===== src/rtl/core/aup_pkg.sv =====
package aup_pkg;

    // Default sizes
    localparam int DEF_VALUE_BITS = 128;
    localparam int DEF_COUNT_BITS = 16;

    // Fixed port widths
    localparam int OUT_VALUE_W = 128;
    localparam int OUT_HALF_W  = 64;
    localparam int OUT_COUNT_W = 16;
    localparam int CHAR_W      = 8;
    localparam int BASE_W      = 6;
    localparam int DIGIT_W     = 6;

    // Character codes
    localparam logic [CHAR_W-1:0] CH_ZERO    = 8'h30;
    localparam logic [CHAR_W-1:0] CH_NINE    = 8'h39;
    localparam logic [CHAR_W-1:0] CH_LC_A    = 8'h61;
    localparam logic [CHAR_W-1:0] CH_LC_Z    = 8'h7a;
    localparam logic [CHAR_W-1:0] CH_UC_A    = 8'h41;
    localparam logic [CHAR_W-1:0] CH_UC_Z    = 8'h5a;
    localparam logic [CHAR_W-1:0] CH_LC_X    = 8'h78;
    localparam logic [CHAR_W-1:0] CH_UC_X    = 8'h58;
    localparam logic [CHAR_W-1:0] CH_LC_B    = 8'h62;
    localparam logic [CHAR_W-1:0] CH_UC_B    = 8'h42;
    localparam logic [CHAR_W-1:0] CH_SPACE   = 8'h20;
    localparam logic [CHAR_W-1:0] CH_TAB     = 8'h09;
    localparam logic [CHAR_W-1:0] CH_CR      = 8'h0d;

    // Radix values
    localparam logic [BASE_W-1:0] BASE_AUTO = 6'd0;
    localparam logic [BASE_W-1:0] BASE_BIN  = 6'd2;
    localparam logic [BASE_W-1:0] BASE_OCT  = 6'd8;
    localparam logic [BASE_W-1:0] BASE_DEC  = 6'd10;
    localparam logic [BASE_W-1:0] BASE_HEX  = 6'd16;

    typedef enum logic [1:0] {
        PH_SKIP,
        PH_ZERO,
        PH_DIGITS,
        PH_DONE
    } phase_t;

    // Parse control carried between top level and step logic
    typedef struct packed {
        phase_t            phase;
        logic [BASE_W-1:0] base;
    } parse_ctl_t;

    typedef struct packed {
        logic               ok;
        logic [DIGIT_W-1:0] val;
    } digit_t;

    // Base-36 digit decode
    function automatic digit_t digit_decode(input logic [CHAR_W-1:0] c);
        digit_t d;
        d.ok  = 1'b0;
        d.val = '0;
        if (c >= CH_ZERO && c <= CH_NINE) begin
            d.ok  = 1'b1;
            d.val = DIGIT_W'(c - CH_ZERO);
        end else if (c >= CH_LC_A && c <= CH_LC_Z) begin
            d.ok  = 1'b1;
            d.val = DIGIT_W'(c - CH_LC_A) + DIGIT_W'(10);
        end else if (c >= CH_UC_A && c <= CH_UC_Z) begin
            d.ok  = 1'b1;
            d.val = DIGIT_W'(c - CH_UC_A) + DIGIT_W'(10);
        end
        return d;
    endfunction

    // C whitespace: space, TAB through CR
    function automatic logic is_space(input logic [CHAR_W-1:0] c);
        return (c == CH_SPACE) || (c >= CH_TAB && c <= CH_CR);
    endfunction

endpackage


===== src/rtl/core/aup_step.sv =====
module aup_step #(
    parameter int VALUE_BITS = aup_pkg::DEF_VALUE_BITS,
    parameter int COUNT_BITS = aup_pkg::DEF_COUNT_BITS
) (
    input  logic [aup_pkg::CHAR_W-1:0] char_i,
    input  logic                       start_i,
    input  logic [aup_pkg::BASE_W-1:0] base_sel_i,
    input  aup_pkg::parse_ctl_t        ctl_i,
    input  logic [VALUE_BITS-1:0]      acc_i,
    input  logic [COUNT_BITS-1:0]      count_i,
    output aup_pkg::parse_ctl_t        ctl_o,
    output logic [VALUE_BITS-1:0]      acc_o,
    output logic [COUNT_BITS-1:0]      count_o,
    output logic                       emit_o
);
    import aup_pkg::*;

    parse_ctl_t          ctl_eff;
    logic [VALUE_BITS-1:0] acc_eff;
    logic [COUNT_BITS-1:0] cnt_eff;
    digit_t              dig;
    logic                sp;
    logic [BASE_W-1:0]   use_base;
    logic                try_digit;
    logic                bump;
    logic                mac;
    logic [VALUE_BITS-1:0] prod;

    // Start clears the parse state and latches the selected base
    always_comb begin
        ctl_eff.phase = start_i ? PH_SKIP : ctl_i.phase;
        ctl_eff.base  = start_i ? base_sel_i : ctl_i.base;
        acc_eff       = start_i ? '0 : acc_i;
        cnt_eff       = start_i ? '0 : count_i;
        dig           = digit_decode(char_i);
        sp            = is_space(char_i);
    end

    // Next phase / base
    always_comb begin
        ctl_o     = ctl_eff;
        use_base  = ctl_eff.base;
        try_digit = 1'b0;
        bump      = 1'b0;
        mac       = 1'b0;
        emit_o    = 1'b0;
        case (ctl_eff.phase)
            PH_SKIP: begin
                if (sp) begin
                    bump = 1'b1;
                end else if (ctl_eff.base == BASE_AUTO && char_i == CH_ZERO) begin
                    bump        = 1'b1;
                    ctl_o.phase = PH_ZERO;
                end else begin
                    use_base  = (ctl_eff.base == BASE_AUTO) ? BASE_DEC : ctl_eff.base;
                    try_digit = 1'b1;
                end
            end
            PH_ZERO: begin
                if (char_i == CH_LC_X || char_i == CH_UC_X) begin
                    bump        = 1'b1;
                    ctl_o.base  = BASE_HEX;
                    ctl_o.phase = PH_DIGITS;
                end else if (char_i == CH_LC_B || char_i == CH_UC_B) begin
                    bump        = 1'b1;
                    ctl_o.base  = BASE_BIN;
                    ctl_o.phase = PH_DIGITS;
                end else begin
                    use_base  = BASE_OCT;
                    try_digit = 1'b1;
                end
            end
            PH_DIGITS: begin
                try_digit = 1'b1;
            end
            default: begin
            end
        endcase
        if (try_digit) begin
            ctl_o.base = use_base;
            if (dig.ok && (BASE_W'(dig.val) < use_base)) begin
                bump        = 1'b1;
                mac         = 1'b1;
                ctl_o.phase = PH_DIGITS;
            end else begin
                emit_o      = 1'b1;
                ctl_o.phase = PH_DONE;
            end
        end
    end

    // acc*base + digit, wrapping at the accumulator width
    assign prod = acc_eff * VALUE_BITS'(use_base) + VALUE_BITS'(dig.val);

    always_comb begin
        acc_o   = mac ? prod : acc_eff;
        count_o = (bump && cnt_eff != {COUNT_BITS{1'b1}}) ? cnt_eff + 1'b1 : cnt_eff;
    end

endmodule


===== src/rtl/core/ascii_unsigned_integer_parser_top.sv =====
// Channel  | Direction | Handshake          | Payload
// ---------+-----------+--------------------+--------------------------------------------
// s_       | in        | s_valid / s_ready  | s_char_code[7:0], s_start_req
// m_       | out       | m_valid / m_ready  | m_value_low[63:0], m_value_high[63:0],
//          |           |                    | m_consumed_count[15:0]
// cfg_     | in        | cfg_wr_en          | cfg_wr_data[5:0] (base_select)
//
// One item per cycle sustained while the output register is empty or being read: each item
// sits in the input register while the parse step (one accumulator multiply-add by the base) runs.
// A terminating item passes through the input register and then the output register to m_valid.
// The step stalls only while a finished result waits in the output register.
// aresetn is synchronous, active low; it clears the parse state to "skipping
// whitespace, automatic base, zero value, zero count" and base_select to 0.
module ascii_unsigned_integer_parser_top #(
    parameter int VALUE_BITS = aup_pkg::DEF_VALUE_BITS,
    parameter int COUNT_BITS = aup_pkg::DEF_COUNT_BITS
) (
    input  logic                            aclk,
    input  logic                            aresetn,
    // configuration
    input  logic                            cfg_wr_en,
    input  logic [aup_pkg::BASE_W-1:0]      cfg_wr_data,
    // input items
    input  logic                            s_valid,
    output logic                            s_ready,
    input  logic [aup_pkg::CHAR_W-1:0]      s_char_code,
    input  logic                            s_start_req,
    // result items
    output logic                            m_valid,
    input  logic                            m_ready,
    output logic [aup_pkg::OUT_HALF_W-1:0]  m_value_low,
    output logic [aup_pkg::OUT_HALF_W-1:0]  m_value_high,
    output logic [aup_pkg::OUT_COUNT_W-1:0] m_consumed_count
);
    import aup_pkg::*;

    // base_select register
    logic [BASE_W-1:0]     base_sel_reg;

    // input register
    logic                  in_vld_reg;
    logic                  in_vld_next;
    logic [CHAR_W-1:0]     in_char_reg;
    logic                  in_start_reg;

    // parse state
    parse_ctl_t            ctl_reg;
    parse_ctl_t            ctl_next;
    logic [VALUE_BITS-1:0] acc_reg;
    logic [VALUE_BITS-1:0] acc_next;
    logic [COUNT_BITS-1:0] cnt_reg;
    logic [COUNT_BITS-1:0] cnt_next;
    logic                  emit;

    // output register
    logic                  out_vld_reg;
    logic                  out_vld_next;
    logic [VALUE_BITS-1:0] out_value_reg;
    logic [OUT_COUNT_W-1:0] out_count_reg;
    logic [OUT_VALUE_W-1:0] out_value_wide;

    logic                  step_fire;
    logic                  s_fire;

    // The step runs whenever an item is held and the output register can take a result
    assign step_fire = in_vld_reg && (!out_vld_reg || m_ready);
    assign s_ready   = !in_vld_reg || step_fire;
    assign s_fire    = s_valid && s_ready;

    aup_step #(
        .VALUE_BITS (VALUE_BITS),
        .COUNT_BITS (COUNT_BITS)
    ) u_step (
        .char_i     (in_char_reg),
        .start_i    (in_start_reg),
        .base_sel_i (base_sel_reg),
        .ctl_i      (ctl_reg),
        .acc_i      (acc_reg),
        .count_i    (cnt_reg),
        .ctl_o      (ctl_next),
        .acc_o      (acc_next),
        .count_o    (cnt_next),
        .emit_o     (emit)
    );

    always_comb begin
        in_vld_next = in_vld_reg;
        if (step_fire) begin
            in_vld_next = 1'b0;
        end
        if (s_fire) begin
            in_vld_next = 1'b1;
        end
    end

    always_comb begin
        out_vld_next = out_vld_reg;
        if (m_ready) begin
            out_vld_next = 1'b0;
        end
        if (step_fire && emit) begin
            out_vld_next = 1'b1;
        end
    end

    // control state
    always_ff @(posedge aclk) begin
        if (!aresetn) begin
            base_sel_reg  <= BASE_AUTO;
            in_vld_reg    <= 1'b0;
            out_vld_reg   <= 1'b0;
            ctl_reg.phase <= PH_SKIP;
            ctl_reg.base  <= BASE_AUTO;
            acc_reg       <= '0;
            cnt_reg       <= '0;
        end else begin
            if (cfg_wr_en) begin
                base_sel_reg <= cfg_wr_data;
            end
            in_vld_reg  <= in_vld_next;
            out_vld_reg <= out_vld_next;
            if (step_fire) begin
                ctl_reg <= ctl_next;
                acc_reg <= acc_next;
                cnt_reg <= cnt_next;
            end
        end
    end

    // payload registers; on a terminator the step leaves value and count unchanged
    always_ff @(posedge aclk) begin
        if (s_fire) begin
            in_char_reg  <= s_char_code;
            in_start_reg <= s_start_req;
        end
        if (step_fire && emit) begin
            out_value_reg <= acc_next;
            out_count_reg <= OUT_COUNT_W'(cnt_next);
        end
    end

    assign out_value_wide   = OUT_VALUE_W'(out_value_reg);
    assign m_valid          = out_vld_reg;
    assign m_value_low      = out_value_wide[OUT_HALF_W-1:0];
    assign m_value_high     = out_value_wide[OUT_VALUE_W-1:OUT_HALF_W];
    assign m_consumed_count = out_count_reg;

endmodule

===== config.mk =====
export PLATFORM = sky130hd
export DESIGN_NAME = ascii_unsigned_integer_parser_top
export DESIGN_NICKNAME = d
export VERILOG_FILES = /design/src/rtl/core/aup_pkg.sv /design/src/rtl/core/aup_step.sv /design/src/rtl/core/ascii_unsigned_integer_parser_top.sv
export SDC_FILE = /design/constraint.sdc
export NUM_CORES = 2
export LEC_CHECK = 0
export BUFFER_PORTS_ARGS = -buffer_cell sky130_fd_sc_hd__buf_2
export CORE_ASPECT_RATIO = 1.2
export CORE_UTILIZATION = 28
export DETAILED_ROUTE_END_ITERATION = 10
export PLACE_DENSITY = 0.53
export SLEW_MARGIN = 10
export SYNTH_ARGS = -nofsm -noshare
export SYNTH_HDL_FRONTEND = slang
export SYNTH_SLANG_ARGS = --single-unit

===== constraint.sdc =====
create_clock -name aclk -period 33.7 [get_ports aclk]
set_input_delay 5.055 -clock aclk [delete_from_list [all_inputs] [get_ports aclk]]
set_output_delay 5.055 -clock aclk [all_outputs]
set_load 0.02 [all_outputs]

==> results.yml <==
outcome:
  status: "finished, final reports clean"
clocking:
  clock_sinks: 313
  cts_tree: "yes"
  clk_latency_ns: 0.65
  cts-resized-gates: 0
  htree_levels: 2
  cts-root-buf: "clkbuf_16"
  cts-buffers-inserted: 44
  cts_setup_buffers: 0
  clk_pin_slew_worst_paths_ns: 0.06
  cts_max_path_buffers: 3
  cts-hold-fix-buffers: 0
run:
  drv_cap: 0
placed_design:
  gp_congestion: 0.962
  dp_cells: 6215
  dpl-instance-area_mm2: 0.0405
  place_hpwl_um: 97100
  port_buffers: 165
global_routing:
  grt_pass1_vias: 34132
  grt_use_total: 0.188
  met3_usage: 0.0239
  grt-ovfl-total: 0
  top_usage_layer: "met2"
  grt_pass1_wl_um: 204000
  grt_util_met1: 0.242
  antenna_found_initial: 3
  grt_max_degree: 82
  met2_usage: 0.322
logic_synthesis:
  synthTopCellsByArea: "fa_1, edfxtp_1, nor2_1"
  synth_cells: 4491
  synth.avg_cell_area_um2: 8.50
  synth.most_common_cell: "nor2_1"
  synth_edf_count: 153
  synthTopCellsByCount: "nor2_1, nand2_1, fa_1"
  synthesis.nets: 5279
  synth.largest_area_cell: "fa_1"
  ys_seq_elements: 313
  synth.distinct_cells: 94
  synth_top_area_share: 0.260
  ys_seq_area_frac: 0.204
  ys_async_sr_fraction: 0
  ys.flop_type: "dfxtp_1"
  yosysWarnings: 0
  syn-cell-area_mm2: 0.0382
die:
  rows: 148
  dieArea_mm2: 0.138
  die_h_um: 406
  die_x_um: 339
  io_pins: 166
  initial_core_util: 0.282
  core_mm2: 0.135
cells_and_area:
  layout-drive-gt1-share: 0.0765
  antenna_cells: 0
  finalNonFillerCells: 6297
  design_area_mm2: 0.0419
  nNetsFinal: 5249
  syn_to_final_growth_pct: 9.86
detailed_routing:
  vias_per_cell: 5.29
  finalWirelength_um: 130000
  drc: 0
  antenna_left: 0
  first_pass_iters: 6
  wl_per_cell_um: 20.6
  via_count: 33313
  drtIter0Drc: 2427
sta:
  finClkSkew_ns: 0.0344
  tightest_slew_ns: 1.09
  min_period_ns: 10.68
  setup-tns-final_ns: 0
  slew_headroom: 0.273
  fmax_mhz: 93.6
  rsz0062_at_grt: "false"
  timing.final.crit_share: 0.317
  setup_viol_count_final: 0
  final_max_slew_viol_count: 0
  hold_viol: 0
critical_path:
  r2r_start: "in_start_reg"
  r2r_slack_ns: 23.27
  setup.worst_path.start_class: "input pin"
  cp-end-kind: "primary output"
  crit_arrival_ns: 5.63
  r2r_end: "out_value_reg[123]"
  path_class: "input pin to primary output"
  r2r_cells: 25
  path_max_fanout: 3
  required_ns: 28.64
power:
  p_leak_uw: 0.0185
  p_clk_frac: 0.413
  pwr-share-comb: 0.221
  powerDensity_mw_per_mm2: 28.2
  seqPwrFrac: 0.366
  worst_ir_drop_vdd_uv: 29.0
  p_sw_frac: 0.355
  p_switching_uw: 419
  internal_power_uw: 762
hold_path:
  hold_path.class: "register to register"
  whs_endpoint: "acc_reg[13]"
  min_from: "acc_reg[13]"
  whs_path_depth: 2
[critical path, cell delays in order]
cell,delay (ns)
buf_2,0.11
nor2b_1,0.19
nand2_1,0.11
buf_2,0.17
[cell families (layout without fill, tap and decap cells)]
| family | count (synthesis) | in the layout | synth area share |
|---|---|---|---|
| DFF | 313 | 313 | 0.204 |
| buffers and inverters | 428 | 434 | 0.0432 |
| xor gates and xnor gates | 138 | 138 | 0.0317 |
| and+or+nand+nor | 1807 | 1807 | 0.199 |
| adders and majority gates | 768 | 768 | 0.349 |
| muxes | 53 | 53 | 0.0142 |
| AOI/OAI and AO/OA | 984 | 984 | 0.158 |
[per-stage QoR]
stage	hold slack, ns	total power [uW]	setup WS, ns	utilization
floorplan	0.437	617	17.34	-
global placement	0.442	700	23.00	0.299
detailed placement	0.447	702	23.03	0.299
CTS	0.454	1200	23.03	0.310
global route	0.472	1240	22.89	0.310
finish	0.454	1180	23.02	0.310
[worst max path at each step]
stage,start,endpoint,cells after the start
6_report,m_ready,s_ready,4
5_1_grt,in_start_reg,out_value_reg[123],25
4_1_cts,m_ready,s_ready,4
3_5_place_dp,m_ready,s_ready,4
3_3_place_gp,m_ready,s_ready,4
2_1_floorplan,m_ready,m_consumed_count[0],5
[layout by cell type, fill, tap and decap left out, types with 61 or more instances in the layout]
cell,count
a21o_1,65
ha_1,272
o21ai_0,281
nor3_1,68
nand2_1,527
edfxtp_1,153
nand4_1,61
xnor2_1,84
inv_1,146
nor2_1,923
fa_1,496
buf_2,165
a21oi_1,330
dfxtp_1,160
[power by group through the flow]
stage,registers [uW],clock network (uW),logic (uW)
finish,432,487,262
global route,435,517,286
CTS,433,505,263
detailed placement,441,0,261
global placement,441,0,260
floorplan,454,0,163
[area by class of cell]
type,count,area [um^2]
fill,14345,93400
clock buffer,51,1190
timing repair buffer,198,1070
inverter,154,596
sequential,313,7800
tap,1800,2250
multi-input combinational,3750,28800
clock inverter,31,272
[metal layers]
layer	routed length, um	share of wire
met5	9	0.000069
met4	4610	0.036
met3	6640	0.051
met2	62200	0.48
met1	56200	0.43
No activity file was read; power rests on OpenSTA's default activity.
